==> config.mk <==
export PLATFORM = sky130hd
export DESIGN_NAME = alpl_front
export DESIGN_NICKNAME = d
export VERILOG_FILES = /design/src/design/alpl_pkg.sv /design/src/design/alpl_front.sv
export SDC_FILE = /design/constraint.sdc
export NUM_CORES = 1
export LEC_CHECK = 0
export ABC_AREA = 0
export ABC_CLOCK_PERIOD_IN_PS = 7000
export BUFFER_PORTS_ARGS = -buffer_cell sky130_fd_sc_hd__buf_2
export CAP_MARGIN = 10
export CORE_MARGIN = 2
export CORE_UTILIZATION = 45
export DETAILED_ROUTE_END_ITERATION = 8
export GPL_ROUTABILITY_DRIVEN = 0
export HOLD_SLACK_MARGIN = 0.02
export PLACE_DENSITY = 0.83
export SLEW_MARGIN = 20
export SYNTH_ARGS = -nofsm -noshare
export SYNTH_HDL_FRONTEND = slang
export SYNTH_SLANG_ARGS = --single-unit
==> constraint.sdc <==
create_clock -name clk -period 7 [get_ports clk]
set_clock_uncertainty 0.2 [all_clocks]
set_input_delay 1.05 -clock clk [delete_from_list [all_inputs] [get_ports clk]]
set_output_delay 1.05 -clock clk [all_outputs]
set_load 0.03 [all_outputs]
==> src/design/alpl_pkg.sv <==
package alpl_pkg;

    // field widths
    localparam int INDEX_W   = 10;
    localparam int LENGTH_W  = 31;
    localparam int DIST_W    = 32;
    localparam int CURSOR_W  = 11;
    localparam int CFG_IDX_W = 2;
    localparam int CFG_DAT_W = 31;

    // request kinds on the input channel
    localparam logic REQ_LOAD  = 1'b0;
    localparam logic REQ_QUERY = 1'b1;

    // configuration register indexes
    localparam logic [CFG_IDX_W-1:0] REG_SAMPLE_COUNT  = 2'd0;
    localparam logic [CFG_IDX_W-1:0] REG_SPLINE_LENGTH = 2'd1;

    // configuration reset values
    localparam logic [INDEX_W-1:0]  SAMPLE_COUNT_RST  = 10'd1023;
    localparam logic [LENGTH_W-1:0] SPLINE_LENGTH_RST = 31'd0;

    // classified command kinds
    typedef enum logic [1:0] {
        CMD_LOAD,
        CMD_END,
        CMD_ZERO,
        CMD_SCAN
    } cmd_kind_t;

    // command passed from front to back
    typedef struct packed {
        cmd_kind_t            kind;
        logic [INDEX_W-1:0]   index;
        logic [LENGTH_W-1:0]  data;
    } cmd_t;

    // configuration seen by front and back
    typedef struct packed {
        logic [INDEX_W-1:0]   sample_count;
        logic [LENGTH_W-1:0]  spline_length;
    } cfg_t;

    // back end sequencer states
    typedef enum logic [1:0] {
        ST_IDLE,
        ST_READ,
        ST_CHECK
    } state_t;

endpackage

==> src/design/alpl_front.sv <==
module alpl_front #(
    parameter int TABLE_DEPTH = 1024
) (
    input  logic                          clk,
    input  logic                          rst_n,
    input  logic                          push,
    output logic                          full,
    input  logic                          req_type,
    input  logic [alpl_pkg::INDEX_W-1:0]  entry_index,
    input  logic [alpl_pkg::LENGTH_W-1:0] entry_value,
    input  logic signed [alpl_pkg::DIST_W-1:0] query_distance,
    input  alpl_pkg::cfg_t                cfg,
    output logic                          q_valid,
    output alpl_pkg::cmd_t                q_cmd,
    input  logic                          q_pop
);

    import alpl_pkg::*;

    cmd_t       slot_reg [2];
    logic       wr_ptr_reg, wr_ptr_next;
    logic       rd_ptr_reg, rd_ptr_next;
    logic [1:0] count_reg, count_next;

    cmd_t        cmd_in;
    logic        in_range;
    logic        is_end;
    logic        is_zero;
    logic        accept;
    logic        q_write;
    logic [31:0] index_wide;

    // classify the incoming item
    assign index_wide = 32'(entry_index);
    assign in_range   = index_wide < 32'(TABLE_DEPTH);
    assign is_end     = query_distance >= $signed({1'b0, cfg.spline_length});
    assign is_zero    = query_distance[DIST_W-1] || (query_distance == '0);

    always_comb
    begin
        cmd_in.index = entry_index;
        cmd_in.data  = entry_value;
        if (req_type == REQ_LOAD)
        begin
            cmd_in.kind = CMD_LOAD;
        end
        else if (is_end)
        begin
            cmd_in.kind = CMD_END;
        end
        else if (is_zero)
        begin
            cmd_in.kind = CMD_ZERO;
        end
        else
        begin
            cmd_in.kind = CMD_SCAN;
            cmd_in.data = query_distance[LENGTH_W-1:0];
        end
    end

    // loads beyond the table are taken and dropped
    assign full    = count_reg == 2'd2;
    assign accept  = push && !full;
    assign q_write = accept && !(req_type == REQ_LOAD && !in_range);
    assign q_valid = count_reg != 2'd0;
    assign q_cmd   = slot_reg[rd_ptr_reg];

    // pointer and fill count update
    always_comb
    begin
        wr_ptr_next = wr_ptr_reg ^ q_write;
        rd_ptr_next = rd_ptr_reg ^ q_pop;
        count_next  = count_reg;
        if (q_write && !q_pop)
        begin
            count_next = count_reg + 2'd1;
        end
        else if (!q_write && q_pop)
        begin
            count_next = count_reg - 2'd1;
        end
    end

    always_ff @(posedge clk or negedge rst_n)
    begin
        if (!rst_n)
        begin
            wr_ptr_reg <= 1'b0;
            rd_ptr_reg <= 1'b0;
            count_reg  <= 2'd0;
        end
        else
        begin
            wr_ptr_reg <= wr_ptr_next;
            rd_ptr_reg <= rd_ptr_next;
            count_reg  <= count_next;
        end
    end

    // queue storage
    always_ff @(posedge clk)
    begin
        if (q_write)
        begin
            slot_reg[wr_ptr_reg] <= cmd_in;
        end
    end

endmodule

==> out/metrics.cfg, run 1 <==
[floorplan]
rows = 36
die-width_um = 105
io_pins = 164
die-area_um2 = 11100
initial_core_util_pct = 46.7
dieHeight_um = 105
core_um2 = 9860

[detailed_routing]
via_count = 3113
drc = 0
wl_per_cell_um = 16.3
vias_per_cell = 5.09
firstDrtPassIters = 5
drt.antenna.violating_nets = 0
drt-total-wl_mm = 9.98
drt_iter0_drc = 90

[grt]
overflow = 0
grt_pass1_wl_mm = 16.0
grt_pass1_vias = 3324
grt_max_degree = 45
antenna_found_initial = 0
grt_use_total_pct = 18.8

[place]
port-buffer-count = 153
placed_area_um2 = 5500
post-dp-hpwl_mm = 7.38

[worst_setup_path]
critPathKind = primary input to flip-flop
cp-startpoint = query_distance[30]
worstPathMaxFanout = 20
end_kind = flip-flop
required_ps = 6900
critPathLaunchType = primary input
reg2reg_slack_ps = 4850
reg2reg_from = count_reg[1]
arrival_ps = 4000

[clock_tree]
cts_made_buffers = 9
clockBufferDepth = 2
htreeDepth = 3
post-cts-setup-buffers = 0
cts_tree = built
cts_root_buf = clkbuf_8
ctsHoldBuffers = 0
cts.sinks = 90
post_cts_resized = 0
insertion_delay_ps = 360
clk_pin_slew_ps = 90

[final_layout]
syn2layout_area_growth_pct = 24.0
nets = 627
largest_register_ffs = 86
antenna_cells = 0
drive_above_1_share_pct = 45.5
fin_area_um2 = 5720

[timing]
setup_viol = 0
final_hold_viol_count = 0
rsz0062_at_grt = false
slew_headroom_pct = 31.9
min_period_ps = 4100
tns_ps = 0
period_share_pct = 58.6
report.final.slew_viol_count = 0
fmax_ghz = 0.244
tightest_slew_ps = 1020

[power]
power_density_nw_per_um2 = 332
power.leakage_nw = 2.45
ir_worst_vdd_mv = 0.171

[yosys]
synth_cells = 317
syn_area_um2 = 4610
yosysSeqAreaShare_pct = 58.2
synth-seq-cells = 90
avgSynthCellArea_um2 = 14.5
syn_nets = 470
synthDistinctLibCells = 35
ys.warnings.count = 0

[worst_hold_path]
min_path_type = primary input to async pin

[run_status]
status = complete, no violations

[run]
drv_cap = 0

metal layers:
metal	vias up	wire length [µm]	GRT usage [%]
met1	1458	4070	21.5
met4	0	179	7.24
met5	-	0	0
li1	1506	-	-
met2	131	4990	33.0
met3	18	741	5.44
path summary, 6_finish.rpt:
path	to	cells past startpoint
min reg2reg	count_reg[1]	1
min	count_reg[1]	1
min in group clk	count_reg[1]	1
max reg2reg	slot_reg[1][18]	3
max	slot_reg[0][5]	8
max in group asynchronous	rd_ptr_reg	1
worst max-delay path, cell delays in order:
cell and delay, ps:
buf_2 130, ha_1 300, and3_1 200, a2111oi_0 410, nand4_1 280, nor4b_4 810, buf_4 430, mux2_1 380
layout make-up:
cell class              count  area [µm²]
repair buffers            154         773
well taps                 133         166
clock buffers              10         128
clock inverters             6        66.3
fillers                   809        4150
flip-flops and latches     90        2680
multi-input cells         183        1760
inverters                  36         135
metrics by stage:
stage               utilization (%)  instances  power, W  worst slack, ps  hold slack (ps)
floorplan                         -        317   0.00133             3520              248
global placement               55.8        596   0.00154             2480              263
detailed placement             55.8        596   0.00156             2460              273
CTS                            57.7        612   0.00191             2850              252
global route                   58.0        612   0.00199             2730              246
finish                         58.0        612   0.00190             2900              274
where the power goes:
part	internal (W)	switching, W	total (W)
clock	0.000166	0.000187	0.000352
sequential	0.000741	0.0000819	0.000823
combinational	0.000274	0.000447	0.000721
cells by family after synthesis:
| group | after synthesis | share of synthesized area [%] |
|---|---|---|
| DFF | 90 | 58.2 |
| muxes | 73 | 17.8 |
| buffers and inverters | 44 | 4.07 |
| and+or+nand+nor | 44 | 6.05 |
| adders and majority gates | 34 | 9.23 |
| AOI/OAI and AO/OA | 28 | 3.85 |
| xor gates and xnor gates | 4 | 0.760 |
layout by cell type, fill, tap and decap left out, types with 2 or more instances in the layout:
cell type / synthesis / final
clkinvlp_4: 0 / 3
and3_1: 2 / 2
o21a_1: 2 / 2
nand3_1: 3 / 3
inv_1: 36 / 36
ha_4: 0 / 2
xor2_1: 3 / 3
edfxtp_1: 86 / 86
and2_1: 2 / 2
and4_1: 5 / 5
dfrtp_1: 4 / 3
clkbuf_8: 0 / 9
mux2_1: 29 / 29
nor3_1: 2 / 2
nand2_1: 6 / 6
ha_1: 34 / 32
nand4_1: 5 / 5
nor4_1: 8 / 8
buf_2: 0 / 153
nor2b_1: 6 / 6
nor2_1: 2 / 2
o21ai_0: 4 / 4
a21oi_1: 13 / 13
o211ai_1: 2 / 2
mux2_2: 44 / 44
synth_stat cells:
master | n | area share, %
a21boi_1 | 1 | 0.16
buf_6 | 3 | 0.73
nand3_1 | 3 | 0.33
dfrtp_1 | 4 | 2.2
xnor2_1 | 1 | 0.19
nor3_1 | 2 | 0.22
mux2_2 | 44 | 11
and2_1 | 2 | 0.27
o41a_1 | 1 | 0.24
buf_1 | 3 | 0.24
a21oi_1 | 13 | 1.4
o211a_1 | 1 | 0.22
a21o_1 | 1 | 0.16
and3_1 | 2 | 0.27
o21a_1 | 2 | 0.33
nor2b_1 | 6 | 0.81
mux2_1 | 29 | 7.1
ha_1 | 34 | 9.2
a2111oi_0 | 1 | 0.19
and4_1 | 5 | 0.95
o21ai_0 | 4 | 0.43
inv_1 | 36 | 2.9
xor2_1 | 3 | 0.57
nand4_1 | 5 | 0.68
or2_2 | 1 | 0.14
nand2b_1 | 1 | 0.14
nor2_1 | 2 | 0.16
o31a_1 | 1 | 0.19
nand2_1 | 6 | 0.49
edfxtp_1 | 86 | 56
o2bb2ai_1 | 1 | 0.19
nor4_1 | 8 | 1.1
clkbuf_1 | 2 | 0.16
nor4b_4 | 1 | 0.52
o211ai_1 | 2 | 0.33
Note: power is estimated with default switching activity, not from simulation.
==> inputs of run 2 (changes only) <==
Settings changed: ABC_AREA 0 to 1, ABC_CLOCK_PERIOD_IN_PS 7000 to 3600, PLACE_DENSITY 0.83 to 0.84.
Clock period 7 ns to 3.6 ns, I/O delays scaled along.
==> run 2 against run 1 <==
Routed wire length up 18%; clock-buffer cell count unchanged; final area up 21%; largest cell class unchanged; critical path type is now flip-flop to output pin; non-clock buffer count up 9; cell count up 56%; global-route usage down 1.3 points; combinational power up 120%; register-to-register slack worse by 3300 ps; flip-flop and latch count unchanged; sequential share of layout area down 8.1 points.
==> out/metrics.cfg, run 2 <==
[yosys]
synth-seq-cells = 90  ; unchanged
synth_largest_area_cell = edfxtp_1  ; unchanged
synth_edf_count = 86  ; unchanged
synthArstFlopShare_pct = 4.44  ; unchanged
synthDistinctLibCells = 28  ; was 35
yosysTopAreaCellShare_pct = 45.5  ; was 56.0%
avgSynthCellArea_um2 = 9.00  ; was 14.5 µm²
synth_most_common_cell = nand2_1  ; was edfxtp_1
synth_cells = 631  ; was 317
syn_area_um2 = 5680  ; was 4610 µm²
synth.top_cells.by_area = edfxtp_1 (45%), nand2_1 (9.3%), inv_1 (9.1%)  ; was edfxtp_1 (56%), mux2_2 (11%), ha_1 (9.2%)
ys_top_cells_by_count = nand2_1 (141), inv_1 (138), edfxtp_1 (86), mux2_2 (43)  ; was edfxtp_1 (86), mux2_2 (44), inv_1 (36), ha_1 (34), mux2_1 (29)
ys.warnings.count = 0  ; unchanged
yosysSeqAreaShare_pct = 47.2  ; was 58.2%
syn_nets = 784  ; was 470
ys.flop_type = edfxtp_1  ; unchanged

[timing]
whs_ps = 188  ; was 274 ps
min_period_ps = 2740
setup_viol = 0  ; unchanged
tightest_slew_ps = 725  ; was 1020 ps
fmax_ghz = 0.365
period_share_pct = 76.0
tns_ps = 0  ; unchanged
final_hold_viol_count = 0  ; unchanged
rsz0062_at_grt = false  ; unchanged
report.final.slew_viol_count = 0  ; unchanged
slew_headroom_pct = 51.7  ; was 31.9%

[floorplan]
initial_core_util_pct = 45.6  ; was 46.7%
io_pins = 164  ; unchanged
rows = 41  ; was 36
core_um2 = 12500  ; was 9860 µm²
die-area_um2 = 13500  ; was 11100 µm²
die-width_um = 116  ; was 105 µm
dieHeight_um = 116  ; was 105 µm

[worst_setup_path]
required_ps = 2860  ; was 6900 ps
worstPathMaxFanout = 31  ; was 20
crit_chain = buf_4 > mux2_2 > buf_2  ; was buf_2 > ha_1 > and3_1 > a2111oi_0 > nand4_1 > nor4b_4 > buf_4 > mux2_1
critPathKind = flip-flop to output pin  ; was primary input to flip-flop
critPathLaunchType = flip-flop  ; was primary input
critPathMaxStageDelay_ps = 830  ; was 810 ps
arrival_ps = 2000  ; was 4000 ps
crit_buf_inv = 2  ; unchanged
critPathSlowestCell = dfrtp_2  ; was nor4b_4
crit_family = flip-flops  ; was simple AND/OR/NAND/NOR gates
end_kind = output pin  ; was flip-flop

[worst_hold_path]
min_path_type = primary input to flip-flop  ; was primary input to async pin

[clock_tree]
htreeDepth = 3  ; unchanged
cts.sinks = 90  ; unchanged
cts_made_buffers = 9  ; unchanged
cts_tree = built  ; unchanged
cts_root_buf = clkbuf_16  ; was clkbuf_8
clockBufferDepth = 2  ; unchanged
post_cts_resized = 0  ; unchanged
insertion_delay_ps = 330  ; was 360 ps
clk_pin_slew_ps = 60  ; was 90 ps
post-cts-setup-buffers = 0  ; unchanged

[place]
port-buffer-count = 153  ; unchanged
placed_area_um2 = 6600  ; was 5500 µm²
post-dp-hpwl_mm = 9.21  ; was 7.38 mm

[final_layout]
fin_area_um2 = 6900  ; was 5720 µm²
drive_above_1_share_pct = 33.3  ; was 45.5%
multi_input_area_um2 = 2310  ; was 1760 µm²
layout_common_cells = buf_2 (153), nand2_1 (141), inv_1 (138)  ; was buf_2 (153), edfxtp_1 (86), mux2_2 (44)
final_common_cell = buf_2  ; unchanged
antenna_cells = 0  ; unchanged
nets = 931  ; was 627
register_area_um2 = 2680  ; unchanged
nFillCells = 1137  ; was 809
largest_register_ffs = 86  ; unchanged
syn2layout_area_growth_pct = 21.5  ; was 24.0%

[run_status]
status = complete, no violations  ; unchanged

[power]
power_density_nw_per_um2 = 590  ; was 332 nW/µm²
ir_worst_vdd_mv = 0.246  ; was 0.171 mV
p_comb_share_pct = 39.3  ; was 38.0%
p_sw_share_pct = 36.6  ; was 37.7%
intPower_w = 0.00258  ; was 0.00118 W
pwr-share-clk_pct = 22.1  ; was 18.6%
power.leakage_nw = 3.54  ; was 2.45 nW
seqPwrFrac_pct = 38.6  ; was 43.4%
p_switching_w = 0.00149  ; was 0.000715 W

[detailed_routing]
firstDrtPassIters = 4  ; was 5
via_count = 4396  ; was 3113
wl_per_cell_um = 12.3  ; was 16.3 µm
drt-total-wl_mm = 11.7  ; was 9.98 mm
drt_iter0_drc = 314  ; was 90
vias_per_cell = 4.60  ; was 5.09
drt.antenna.violating_nets = 0  ; unchanged
drc = 0  ; unchanged

[grt]
antenna_found_initial = 1  ; was 0
grt_pass1_wl_mm = 18.4  ; was 16.0 mm
grt_max_degree = 34  ; was 45
overflow = 0  ; unchanged
grt_use_total_pct = 17.5  ; was 18.8%
grt_pass1_vias = 3977  ; was 3324

[run]
drv_cap = 0  ; unchanged

[run 2: cell count changes in the layout (fill, tap and decap cells not counted), moves of 6 or more]
cell       previous run  this run
buf_4                 1         7
clkbuf_16             0         9
clkbuf_8              9         0
inv_1                36       138
mux2_1               29         0
nand2_1               6       141
nand2_2               0        30
nand3_1               3        33
nand4_1               5        34
nor2_1                2        32
nor2b_1               6         0
nor4_1                8         0
[run 2: final cells by class]
class,instances,share of cell area (%)
Tap cell,172,3.12
Inverter,141,7.67
Sequential cell,90,38.9
Timing Repair Buffer,163,12.6
Clock inverter,6,0.942
Multi-Input combinational cell,373,33.5
Clock buffer,10,3.32
[run 2: cells by family after synthesis]
kind of cell	after synthesis	share of synthesized area [%]
AOI/OAI and AO/OA	18	1.74
xor gates and xnor gates	3	0.463
adders and majority gates	34	7.49
buffers and inverters	168	12.2
DFF	90	47.2
muxes	43	8.52
and+or+nand+nor	275	22.4
[run 2: power by group through the flow]
stage	clock (W)	combinational [W]	sequential, W
3_5_place_dp	0	0.00161	0.00160
4_1_cts	0.000913	0.00162	0.00158
3_3_place_gp	0	0.00160	0.00158
2_1_floorplan	0	0.00122	0.00152
6_report	0.000901	0.00160	0.00157
5_1_grt	0.000951	0.00174	0.00160
[run 2: stage by stage]
step / utilization (%) / instances / setup WS, ps / total power, W
6_report: 55.4 / 955 / 863 / 0.00407
5_1_grt: 55.4 / 955 / 757 / 0.00429
4_1_cts: 55.4 / 955 / 808 / 0.00411
3_5_place_dp: 52.9 / 938 / 629 / 0.00321
3_3_place_gp: 52.9 / 938 / 676 / 0.00318
2_1_floorplan: - / 631 / 1110 / 0.00273
[run 2: path summary, 6_finish.rpt]
check                              from             end  slack, ps  cells after the start
max in group asynchronous         rst_n      rd_ptr_reg       2730                      2
hold / removal                    q_pop      rd_ptr_reg        190                      2
setup / recovery             rd_ptr_reg        q_cmd[3]        860                      3
min in group asynchronous         rst_n    count_reg[0]        340                      2
setup reg to reg           count_reg[1]  slot_reg[0][6]       1530                      5
hold reg to reg            count_reg[0]    count_reg[0]        300                      1
[run 2: metal layers]
metal | vias to the layer above | wire length [µm] | track usage (%)
met2 | 109 | 5910 | 30.1
met4 | 0 | 178 | 5.87
met3 | 14 | 529 | 3.17
li1 | 2321 | - | -
met5 | - | 0 | 0
met1 | 1952 | 5120 | 22.4
[run 2: what timing repair did]
| action | in CTS | in global routing |
|---|---|---|
| hold buffers | 1 | 0 |
| hold endpoints to repair | 4 | 0 |
| setup endpoints to repair | 0 | 0 |
